--- config.mk ---
export PLATFORM = sky130hd
export DESIGN_NAME = alarm_timer_table_core
export DESIGN_NICKNAME = d
export VERILOG_FILES = /design/src/rtl/atm_pkg.sv /design/src/rtl/alarm_timer_table_core.sv
export SDC_FILE = /design/constraint.sdc
export NUM_CORES = 1
export LEC_CHECK = 0
export ABC_AREA = 1
export BUFFER_PORTS_ARGS = -buffer_cell sky130_fd_sc_hd__buf_2
export CORE_ASPECT_RATIO = 2
export CORE_MARGIN = 2
export CORE_UTILIZATION = 40
export CTS_BUF_LIST = sky130_fd_sc_hd__clkbuf_8 sky130_fd_sc_hd__clkbuf_16
export CTS_CLUSTER_SIZE = 12
export DETAILED_ROUTE_END_ITERATION = 12
export GPL_ROUTABILITY_DRIVEN = 0
export SKIP_LAST_GASP = 1
export SYNTH_ARGS = -nofsm -noshare
export SYNTH_HDL_FRONTEND = slang
export SYNTH_SLANG_ARGS = --single-unit
--- constraint.sdc ---
create_clock -name clk -period 10.7 [get_ports clk]
set_clock_uncertainty 0.05 [all_clocks]
set_input_delay 1.07 -clock clk [delete_from_list [all_inputs] [get_ports clk]]
set_output_delay 1.07 -clock clk [all_outputs]
set_load 0.005 [all_outputs]
--- src/rtl/atm_pkg.sv ---
// package for the alarm timer table: sizes, codes and slot record
`default_nettype none

package atm_pkg;

    localparam int NUM_SLOTS  = 8;
    localparam int SLOT_IDX_W = (NUM_SLOTS > 1) ? $clog2(NUM_SLOTS) : 1;

    typedef enum logic [1:0] {
        OP_ACT    = 2'd0,
        OP_DEACT  = 2'd1,
        OP_TICK   = 2'd2,
        OP_UNUSED = 2'd3
    } op_t;

    typedef enum logic [2:0] {
        KIND_ACT_OK  = 3'd0,
        KIND_ACT_REJ = 3'd1,
        KIND_DEACT   = 3'd2,
        KIND_FIRED   = 3'd3,
        KIND_NOEXP   = 3'd4
    } kind_t;

    typedef enum logic [1:0] {
        ST_IDLE,
        ST_SCAN,
        ST_DONE,
        ST_FLUSH
    } state_t;

    typedef struct packed {
        logic        periodic;
        logic [23:0] delay;
        logic [31:0] start;
        logic [7:0]  event_id;
        logic [31:0] aux;
    } slot_t;

endpackage

`default_nettype wire

--- src/rtl/alarm_timer_table_core.sv ---
// alarm timer table: slot memory, sequential slot scan and result register
//
// channel   direction  handshake             payload
// in        input      in_valid / in_stall   op, now_ms, event_id, aux_data, alarm_word
// out       output     out_valid / out_stall kind, fired_event_id, fired_aux_data, last
//
// every activate, deactivate or tick transaction walks the slot memory one entry a cycle,
// unless a tick holds on a fire; the pace is set by the single read port of the slot memory
// a fire found during a tick waits in a holding register until the next fire or the scan end
// out_stall holds the scan only when a result must move and the output register is still full
// reset clears the active bits; slot memory contents need no clearing
// op code 3 is dropped on acceptance and produces no transaction on out
`default_nettype none

module alarm_timer_table_core (
    input  wire logic        clk,
    input  wire logic        rst_n,
    input  wire logic        in_valid,
    output logic             in_stall,
    input  wire logic [1:0]  op,
    input  wire logic [31:0] now_ms,
    input  wire logic [7:0]  event_id,
    input  wire logic [31:0] aux_data,
    input  wire logic [31:0] alarm_word,
    output logic             out_valid,
    input  wire logic        out_stall,
    output logic [2:0]       kind,
    output logic [7:0]       fired_event_id,
    output logic [31:0]      fired_aux_data,
    output logic             last
);

    localparam int IW = atm_pkg::SLOT_IDX_W;
    localparam int NS = atm_pkg::NUM_SLOTS;

    atm_pkg::state_t state_reg, state_next;
    atm_pkg::op_t    op_reg;
    logic [31:0]     now_reg;
    logic [7:0]      ev_reg;
    logic [31:0]     aux_reg;
    logic            periodic_reg;
    logic [23:0]     delay_reg;
    logic [IW-1:0]   idx_reg;
    logic            found_reg;
    logic [IW-1:0]   match_reg;
    logic            pend_valid_reg;
    logic [7:0]      pend_ev_reg;
    logic [31:0]     pend_aux_reg;
    logic [NS-1:0]   active_reg;

    logic            out_valid_reg;
    atm_pkg::kind_t  kind_reg;
    logic [7:0]      out_ev_reg;
    logic [31:0]     out_aux_reg;
    logic            last_reg;

    atm_pkg::slot_t  mem [NS];
    atm_pkg::slot_t  rd_data_reg;

    logic            accept;
    logic            can_push;
    logic            scan_end;
    logic            fire;
    logic            hit;
    logic [31:0]     elapsed;
    logic            free_found;
    logic [IW-1:0]   free_idx;
    logic [IW-1:0]   target;
    logic            act_ok;

    logic            advance;
    logic            mem_re;
    logic [IW-1:0]   rd_addr;
    logic            mem_we;
    logic [IW-1:0]   wr_addr;
    atm_pkg::slot_t  wr_data;
    logic            push;
    atm_pkg::kind_t  push_kind;
    logic [7:0]      push_ev;
    logic [31:0]     push_aux;
    logic            push_last;
    logic            pend_load;
    logic            pend_clear;
    logic            act_set;
    logic            act_clr;
    logic [IW-1:0]   act_idx;
    logic            found_set;

    assign accept   = in_valid && !in_stall;
    assign in_stall = (state_reg != atm_pkg::ST_IDLE);
    assign can_push = !out_valid_reg || !out_stall;
    assign scan_end = (idx_reg == IW'(NS - 1));
    assign elapsed  = now_reg - rd_data_reg.start;
    assign fire     = active_reg[idx_reg] && (elapsed >= {8'd0, rd_data_reg.delay});
    assign hit      = active_reg[idx_reg] && (rd_data_reg.event_id == ev_reg)
                      && (rd_data_reg.aux == aux_reg);
    assign target   = found_reg ? match_reg : free_idx;
    assign act_ok   = (found_reg || free_found) && (delay_reg != 24'd0);

    always_comb
    begin
        free_found = 1'b0;
        free_idx   = '0;
        for (int i = 0; i < NS; i++)
        begin
            if (!active_reg[i] && !free_found)
            begin
                free_found = 1'b1;
                free_idx   = IW'(i);
            end
        end
    end

    // next state
    always_comb
    begin
        state_next = state_reg;
        unique case (state_reg)
            atm_pkg::ST_IDLE:
            begin
                if (accept && (op != atm_pkg::OP_UNUSED))
                    state_next = atm_pkg::ST_SCAN;
            end
            atm_pkg::ST_SCAN:
            begin
                if (advance && scan_end)
                    state_next = (op_reg == atm_pkg::OP_TICK) ? atm_pkg::ST_FLUSH
                                                              : atm_pkg::ST_DONE;
            end
            atm_pkg::ST_DONE,
            atm_pkg::ST_FLUSH:
            begin
                if (can_push)
                    state_next = atm_pkg::ST_IDLE;
            end
        endcase
    end

    // datapath control
    always_comb
    begin
        advance    = 1'b0;
        mem_re     = 1'b0;
        rd_addr    = '0;
        mem_we     = 1'b0;
        wr_addr    = idx_reg;
        wr_data    = rd_data_reg;
        push       = 1'b0;
        push_kind  = atm_pkg::KIND_NOEXP;
        push_ev    = 8'd0;
        push_aux   = 32'd0;
        push_last  = 1'b1;
        pend_load  = 1'b0;
        pend_clear = 1'b0;
        act_set    = 1'b0;
        act_clr    = 1'b0;
        act_idx    = idx_reg;
        found_set  = 1'b0;
        unique case (state_reg)
            atm_pkg::ST_IDLE:
            begin
                if (accept)
                begin
                    mem_re  = 1'b1;
                    rd_addr = '0;
                end
            end
            atm_pkg::ST_SCAN:
            begin
                if (op_reg == atm_pkg::OP_TICK)
                begin
                    advance = !fire || !pend_valid_reg || can_push;
                    if (fire && advance)
                    begin
                        pend_load = 1'b1;
                        if (pend_valid_reg)
                        begin
                            push      = 1'b1;
                            push_kind = atm_pkg::KIND_FIRED;
                            push_ev   = pend_ev_reg;
                            push_aux  = pend_aux_reg;
                            push_last = 1'b0;
                        end
                        if (rd_data_reg.periodic)
                        begin
                            mem_we        = 1'b1;
                            wr_data.start = now_reg;
                        end
                        else
                        begin
                            act_clr = 1'b1;
                        end
                    end
                end
                else
                begin
                    advance   = 1'b1;
                    found_set = hit && !found_reg;
                end
                if (advance && !scan_end)
                begin
                    mem_re  = 1'b1;
                    rd_addr = idx_reg + 1'b1;
                end
            end
            atm_pkg::ST_DONE:
            begin
                if (can_push)
                begin
                    push   = 1'b1;
                    if (op_reg == atm_pkg::OP_ACT)
                    begin
                        push_kind = act_ok ? atm_pkg::KIND_ACT_OK : atm_pkg::KIND_ACT_REJ;
                        if (act_ok)
                        begin
                            mem_we           = 1'b1;
                            wr_addr          = target;
                            wr_data.periodic = periodic_reg;
                            wr_data.delay    = delay_reg;
                            wr_data.start    = now_reg;
                            wr_data.event_id = ev_reg;
                            wr_data.aux      = aux_reg;
                            act_set          = 1'b1;
                            act_idx          = target;
                        end
                    end
                    else
                    begin
                        push_kind = atm_pkg::KIND_DEACT;
                        act_clr   = found_reg;
                        act_idx   = match_reg;
                    end
                end
            end
            atm_pkg::ST_FLUSH:
            begin
                if (can_push)
                begin
                    push       = 1'b1;
                    pend_clear = 1'b1;
                    if (pend_valid_reg)
                    begin
                        push_kind = atm_pkg::KIND_FIRED;
                        push_ev   = pend_ev_reg;
                        push_aux  = pend_aux_reg;
                    end
                end
            end
        endcase
    end

    // slot memory
    always_ff @(posedge clk)
    begin
        if (mem_we)
            mem[wr_addr] <= wr_data;
        if (mem_re)
            rd_data_reg <= mem[rd_addr];
    end

    always_ff @(posedge clk or negedge rst_n)
    begin
        if (!rst_n)
        begin
            state_reg      <= atm_pkg::ST_IDLE;
            active_reg     <= '0;
            pend_valid_reg <= 1'b0;
            out_valid_reg  <= 1'b0;
            found_reg      <= 1'b0;
            idx_reg        <= '0;
        end
        else
        begin
            state_reg <= state_next;
            if (act_set)
                active_reg[act_idx] <= 1'b1;
            else if (act_clr)
                active_reg[act_idx] <= 1'b0;
            if (pend_load)
                pend_valid_reg <= 1'b1;
            else if (pend_clear)
                pend_valid_reg <= 1'b0;
            if (push)
                out_valid_reg <= 1'b1;
            else if (!out_stall)
                out_valid_reg <= 1'b0;
            if (accept)
            begin
                found_reg <= 1'b0;
                idx_reg   <= '0;
            end
            else
            begin
                if (found_set)
                    found_reg <= 1'b1;
                if (advance && !scan_end)
                    idx_reg <= idx_reg + 1'b1;
            end
        end
    end

    always_ff @(posedge clk)
    begin
        if (accept)
        begin
            op_reg       <= atm_pkg::op_t'(op);
            now_reg      <= now_ms;
            ev_reg       <= event_id;
            aux_reg      <= aux_data;
            periodic_reg <= alarm_word[0];
            delay_reg    <= alarm_word[31:8];
        end
        if (found_set)
            match_reg <= idx_reg;
        if (pend_load)
        begin
            pend_ev_reg  <= rd_data_reg.event_id;
            pend_aux_reg <= rd_data_reg.aux;
        end
        if (push)
        begin
            kind_reg    <= push_kind;
            out_ev_reg  <= push_ev;
            out_aux_reg <= push_aux;
            last_reg    <= push_last;
        end
    end

    assign out_valid      = out_valid_reg;
    assign kind           = kind_reg;
    assign fired_event_id = out_ev_reg;
    assign fired_aux_data = out_aux_reg;
    assign last           = last_reg;

endmodule

`default_nettype wire

# ---- Word level (Yosys, flattened, before mapping)
# Memory sizes are Yosys's and may differ from the RTL's. A register that Yosys moved wholly into a read port is not among the register bits.
# Cells that the tools add are included.
dict set report word_totals {
  register_bits 202
  latchBits 0
  ram_bits 776
  rom_bits 0
  inputBits 110
  out_inout_bits 46
  wordCells 200
  memories 1
}
dict set report classes {
  add_sub_neg 2
  n_mul 0
  div 0
  n_lt_le_gt_ge 4
  n_eq_ne 12
  n_shift 0
  n_mux 105
  bitwise_logic 3
  reduce_logical 54
}
# memory words width read_ports rd_clocked_by_memory_dff write_ports line
set memory_table {}
lappend memory_table {mem 8 97 1 1 1 alarm_timer_table_core.sv:57} ;# atm_pkg::slot_t mem [NS];
# cell count
set op_table {}
lappend op_table {{two-way mux 97 bit} 3}
lappend op_table {{two-way mux 32 bit} 7}
lappend op_table {{case mux 32 bit (2 select lines)} 2}
lappend op_table {{two-way mux 3 bit} 23}
lappend op_table {{two-way mux 1 bit} 49}
lappend op_table {{two-way mux 8 bit} 6}
lappend op_table {{two-way mux 40 bit} 1}
lappend op_table {{equality test 32 bit} 1}
lappend op_table {{>= comparator 32 x 24 -> 1 bit} 1}
lappend op_table {{subtractor 32 bit} 1}
lappend op_table {{two-way mux 25 bit} 1}
lappend op_table {{nonzero test 24 bit} 1}
lappend op_table {{zero test 1 bit} 20}
lappend op_table {{logical AND 1 bit} 19}
lappend op_table {{case mux 8 bit (2 select lines)} 1}
lappend op_table {{nonzero test 2 bit} 5}
lappend op_table {{case mux 3 bit (3 select lines)} 1}
lappend op_table {{bitwise AND 8 bit} 1}
lappend op_table {{equality test 8 bit} 1}
lappend op_table {{less-than comparator 3 x 4 -> 1 bit (second input constant)} 2}
lappend op_table {{two-way mux 2 bit} 4}
lappend op_table {{NOT 8 bit} 1}
lappend op_table {{bitwise OR 8 bit} 1}
lappend op_table {{case mux 1 bit (2 select lines)} 4}
lappend op_table {{other kinds (14)} 24}

# ---- Logic depth before layout (Yosys ltp)
dict set report depth {
  word_depth 35
  mapped_depth 36
  mapped_depth_nobuf 34
}

# ---- Worst setup path after synthesis
# Ideal clock, no wire load.
dict set report synth_timing {
  kind {flip-flop to flip-flop}
  start {register now_reg[0]}
  end {memory mem[1][0] in the netlist's numbering (enable)}
  setup_time_ps 671
  arrival_time_ps 9825
  required_ps 9979
  setup_slack_ps 153
  path_stages_with_launch 30
  n_path_buf 1
  period_less_slack_ps 10547
  cell_sequence {edfxtp_1 > inv_1 > ha_1 > inv_1 > fa_1 > nand2_1 > nand2_1 > nand3b_1 > nand2_1 > nand2_1 > nand2_1 > xor2_1 > ha_1 > nand2_1 > nor2_1 > nand2_1 > nor2_1 > nor2_1 > nand2_1 > nand2_1 > nand2_1 > nor2_1 > nand2_1 > nor2_1 > a21oi_1 > nand3_1 > buf_2 > o21ai_0 > nand3_1 > nor3_1}
}
dict set report synth_between {
  elab_chain_len 12
}
# item line
set synth_lines {}
lappend synth_lines {{start: declaration} alarm_timer_table_core.sv:38} ;# logic [31:0] now_reg;
lappend synth_lines {{start signal: assignment} alarm_timer_table_core.sv:307} ;# now_reg <= now_ms;
lappend synth_lines {{subtractor 32 bit *} alarm_timer_table_core.sv:93} ;# assign elapsed = now_reg - rd_data_reg.start;
lappend synth_lines {{>= comparator 32 x 24 -> 1 bit *} alarm_timer_table_core.sv:94} ;# assign fire = active_reg[idx_reg] && (elapsed >= {8'd0, rd_data_reg.delay});
lappend synth_lines {{logical AND 1 bit *} alarm_timer_table_core.sv:94}
lappend synth_lines {{zero test 1 bit} alarm_timer_table_core.sv:172} ;# advance = !fire || !pend_valid_reg || can_push;
lappend synth_lines {{logical OR 1 bit (2 in series)} alarm_timer_table_core.sv:172}
lappend synth_lines {{logical AND 1 bit *} alarm_timer_table_core.sv:173} ;# if (fire && advance)
lappend synth_lines {{two-way mux 1 bit *} alarm_timer_table_core.sv:173}
lappend synth_lines {{two-way mux 1 bit *} alarm_timer_table_core.sv:170} ;# if (op_reg == atm_pkg::OP_TICK)
lappend synth_lines {{case mux 1 bit (2 select lines) *} alarm_timer_table_core.sv:159} ;# unique case (state_reg)
lappend synth_lines {{two-way mux 1 bit *} alarm_timer_table_core.sv:255} ;# if (mem_we)
lappend synth_lines {{two-way mux 1 bit (implied by the code) *} alarm_timer_table_core.sv:256} ;# mem[wr_addr] <= wr_data;
lappend synth_lines {{end: declaration} alarm_timer_table_core.sv:57}
# Every way passes the cells marked *; elsewhere a longest branch is shown, timed or not.

# ---- Worst setup path in the final report
dict set report layout_timing {
  start {register now_reg[0]}
  end {register, netlist name rd_data_reg[64]}
}
dict set report layout_between {
  elab_chain_len 11
  word_cells_on_any_way 13
  cone_classes {add/sub (1); order compare (1); mux (6); reduce/logical (5)}
}
# item line
set layout_lines {}
lappend layout_lines {{subtractor 32 bit *} alarm_timer_table_core.sv:93}
lappend layout_lines {{>= comparator 32 x 24 -> 1 bit *} alarm_timer_table_core.sv:94}
lappend layout_lines {{logical AND 1 bit *} alarm_timer_table_core.sv:94}
lappend layout_lines {{zero test 1 bit *} alarm_timer_table_core.sv:172}
lappend layout_lines {{logical OR 1 bit * (2 in series)} alarm_timer_table_core.sv:172}
lappend layout_lines {{two-way mux 1 bit *} alarm_timer_table_core.sv:170}
lappend layout_lines {{two-way mux 1 bit *} alarm_timer_table_core.sv:159}
lappend layout_lines {{logical AND 1 bit *} alarm_timer_table_core.sv:200} ;# if (advance && !scan_end)
lappend layout_lines {{two-way mux 1 bit / two-way mux 3 bit (equally long branches)} alarm_timer_table_core.sv:200}
lappend layout_lines {{case mux 1 bit (2 select lines) / two-way mux 3 bit (equally long branches)} --}
# Every way passes the cells marked *; elsewhere a longest branch is shown, timed or not. The select of a mux whose other input is x is not followed.
# A chain may end at the register's enable or synchronous reset.

==> results.json <==
{
  "status": "finished, final reports clean",
  "max_freq_mhz": 140.0,
  "cap_viol_max_count": 0,
  "critPathTopFamily": "simple AND/OR/NAND/NOR gates",
  "ys_seq_area_share_pct": 63.19,
  "boundaryPins": 156,
  "arrival_ns": 7.55,
  "r2r_end": "rd_data_reg[64]$_DFFE_PP_",
  "synthCells": 5216,
  "overflow": 0,
  "final_antenna_net_count": 0,
  "synth.largest_area_cell": "edfxtp_1",
  "regArea_mm2": 0.03220,
  "crit_start": "now_reg[0]$_DFFE_PP_",
  "clockRootBuffer": "clkbuf_16",
  "finalCritPeriodShare_pct": 66.76,
  "worstPathRequired_ns": 11.11,
  "finalNetCount": 5412,
  "hpwl_um": 79860,
  "drtIter0Drc": 3013,
  "drive_above_1_share_pct": 6.852,
  "routed_via_density": 5.235,
  "r2r-start": "now_reg[0]$_DFFE_PP_",
  "postCtsHoldBufs": 0,
  "synth.top_cell.area_share_pct": 62.41,
  "period_minus_slack_ns": 7.144,
  "wl_per_cell_um": 20.25,
  "finalHoldViolCount": 0,
  "antenna_found_initial": 4,
  "clkPwrFrac_pct": 20.5,
  "cts_tree": "yes",
  "vias": 36560,
  "io_buffer_count": 148,
  "end_kind": "flop",
  "cts_buffers": 104,
  "clkSlewWorstSetupHoldPaths_ns": 0.07,
  "regToRegSetupSlack_ns": 3.56,
  "rsz0062_at_grt": "false",
  "ys_types": 42,
  "crit_path_max_incr_delay_ns": 0.66,
  "rows": 185,
  "worst_slew_pin_slew_ns": 1.215,
  "max-slew-margin-rel_pct": 18.98,
  "core_area_mm2": 0.1268,
  "wl_um": 141400,
  "setup_tns_ns": 0,
  "cts-resized-gates": 0,
  "placed_area_mm2": 0.05305,
  "grt_pass1_vias": 35840,
  "seqPwrFrac_pct": 38.6,
  "synth.avg_cell_area_um2": 9.769,
  "final_core_util_pct": 44.20,
  "syn_nets": 5388,
  "synth_area_mm2": 0.05096,
  "worstHoldPathType": "input pin to asynchronous set/reset pin",
  "vdd_drop_max_mv": 0.6335,
  "post-place-ws_ns": 3.751,
  "die_width_um": 256.4,
  "multi_input_area_mm2": 0.01359,
  "clk_latency_ns": 0.71,
  "drv_slew": 0,
  "crit_buf_inv": 5,
  "stdcell_area_mm2": 0.05606,
  "synthMuxAreaShare_pct": 0.03929,
  "ys_warn_count": 0,
  "ff2ff_path_depth": 34,
  "cp-start-kind": "flop",
  "clkSinkCount": 1075,
  "area_delta_synth_final_pct": 10.02,
  "path_class": "flop to flop",
  "first_pass_iters": 6,
  "synth-seq-cells": 1075,
  "synth.area.top_cells": "edfxtp_1, nand2_1, inv_1",
  "synth_top_family_by_area": "simple AND/OR/NAND/NOR gates",
  "setup_slack_ns": 3.556,
  "fillCellCount": 12010,
  "postCtsSetupRepairBufs": 0,
  "grt_first_pass_wirelength_um": 211700,
  "pwr-share-comb_pct": 40.9,
  "cts.path.max_buffers": 3,
  "p_switching_mw": 6.838,
  "finalHoldWorstSlack_ns": 0.2449,
  "grt_max_degree": 218,
  "drc": 0,
  "die_area_mm2": 0.1304,
  "p_per_area_mw_per_mm2": 294.5,
  "synth_compound_area_share_pct": 3.116,
  "cpMaxStageDelayCell": "buf_4",
  "path_common_cell": "nand2_1",
  "grtUsageTotal_pct": 21.36,
  "yosys.area_share.simple_pct": 21.11,
  "path_max_fanout": 193,
  "synth_fa_ha_area_share_pct": 1.537,
  "setup_viol": 0,
  "largest_reg_flops": 776,
  "intPower_mw": 9.673,
  "start_util_pct": 40.17,
  "p_leak_nw": 24.38,
  "synth_xor_area_share_pct": 0.6188,
  "cts-htree-levels": 3,
  "p_sw_share_pct": 41.41,
  "dieHeight_um": 508.8
}
cells by family after synthesis:
logic type                 Yosys count
AOI/OAI and AO/OA                  282
and+or+nand+nor                   2433
DFF                               1075
xor gates and xnor gates            36
buffers and inverters             1326
muxes                                2
adders and majority gates           62
synth_stat cells:
library cell / number
nand2_1: 1378
edfxtp_1: 1059
inv_1: 1036
nand3_1: 420
nand4_1: 395
nor2_1: 196
clkbuf_1: 159
o21ai_0: 131
a21oi_1: 75
buf_2: 75
ha_1: 61
o211ai_1: 36
xor2_1: 21
buf_6: 20
buf_4: 19
dfrtp_1: 16
xnor2_1: 15
buf_1: 14
nor3_1: 14
a31oi_1: 10
o22ai_1: 9
or2_2: 8
nor4_1: 6
o2111ai_1: 6
nand3b_1: 5
nor2_2: 4
o21bai_1: 4
a22oi_1: 3
inv_2: 3
nand2_2: 3
a21o_1: 2
mux2i_1: 2
o221ai_1: 2
a2111oi_0: 1
a221oi_1: 1
fa_1: 1
nand3_2: 1
nor2_4: 1
nor3_2: 1
o21a_1: 1
o21ai_1: 1
or2_1: 1
per-layer routing:
metal	routed length [um]	vias to the layer above	GRT usage [%]
met1	54710	17730	25.32
met2	72550	1302	38.68
met4	5741	2	9.609
li1	-	17210	-
met3	8407	316	2.579
met5	13	-	0
cell type report:
class / instances / share of cell area, %
Inverter: 1039 / 6.988
Antenna cell: 3 / 0.01339
Tap cell: 1683 / 3.756
Multi-Input combinational cell: 2815 / 24.23
Clock buffer: 109 / 4.825
Sequential cell: 1075 / 57.44
Timing Repair Buffer: 205 / 2.218
Clock inverter: 55 / 0.5289
how the worst max path moves through the flow:
stage | cells after the start | endpoint
floorplan | 29 | mem[1][0]$_DFFE_PP_
global placement | 35 | rd_data_reg[20]$_DFFE_PP_
detailed placement | 33 | rd_data_reg[53]$_DFFE_PP_
CTS | 33 | rd_data_reg[9]$_DFFE_PP_
global route | 34 | rd_data_reg[55]$_DFFE_PP_
finish | 34 | rd_data_reg[64]$_DFFE_PP_
metrics by stage:
step / cells / power [mW]
2_1_floorplan: 5216 / 11.00
3_3_place_gp: 6817 / 13.07
3_5_place_dp: 6817 / 13.17
4_1_cts: 6981 / 16.57
5_1_grt: 6982 / 17.51
6_report: 6984 / 16.51
worst reg2reg max path: cells and delay by family, from the launching register on:
kind	cells	cell delay [ns]
and+or+nand+nor	25	3.38
buffers and inverters	5	1.51
adders and majority gates	3	0.92
xor gates and xnor gates	1	0.54
DFF	1	0.48
power groups by stage:
stage / combinational [mW] / clock (mW) / sequential [mW]
floorplan: 4.68 / 0 / 6.32
global placement: 6.62 / 0 / 6.45
detailed placement: 6.73 / 0 / 6.44
CTS: 6.76 / 3.44 / 6.37
global route: 7.52 / 3.59 / 6.41
finish: 6.75 / 3.38 / 6.37
placed cells by master, fill, tap and decap left out, drive strengths merged, types with 5 or more instances in the layout:
cell     synthesis  final
nand2         1381   1381
inv           1039   1080
edfxtp        1059   1059
nand3          421    421
nand4          395    395
buf            128    205
nor2           201    201
o21ai          132    132
clkbuf         159    109
a21oi           75     75
ha              61     61
o211ai          36     36
xor2            21     21
dfrtp           16     16
xnor2           15     15
nor3            15     15
clkinv           0     11
a31oi           10     10
o22ai            9      9
or2              9      9
nor4             6      6
o2111ai          6      6
nand3b           5      5
Note: power is estimated with default switching activity, not from simulation.
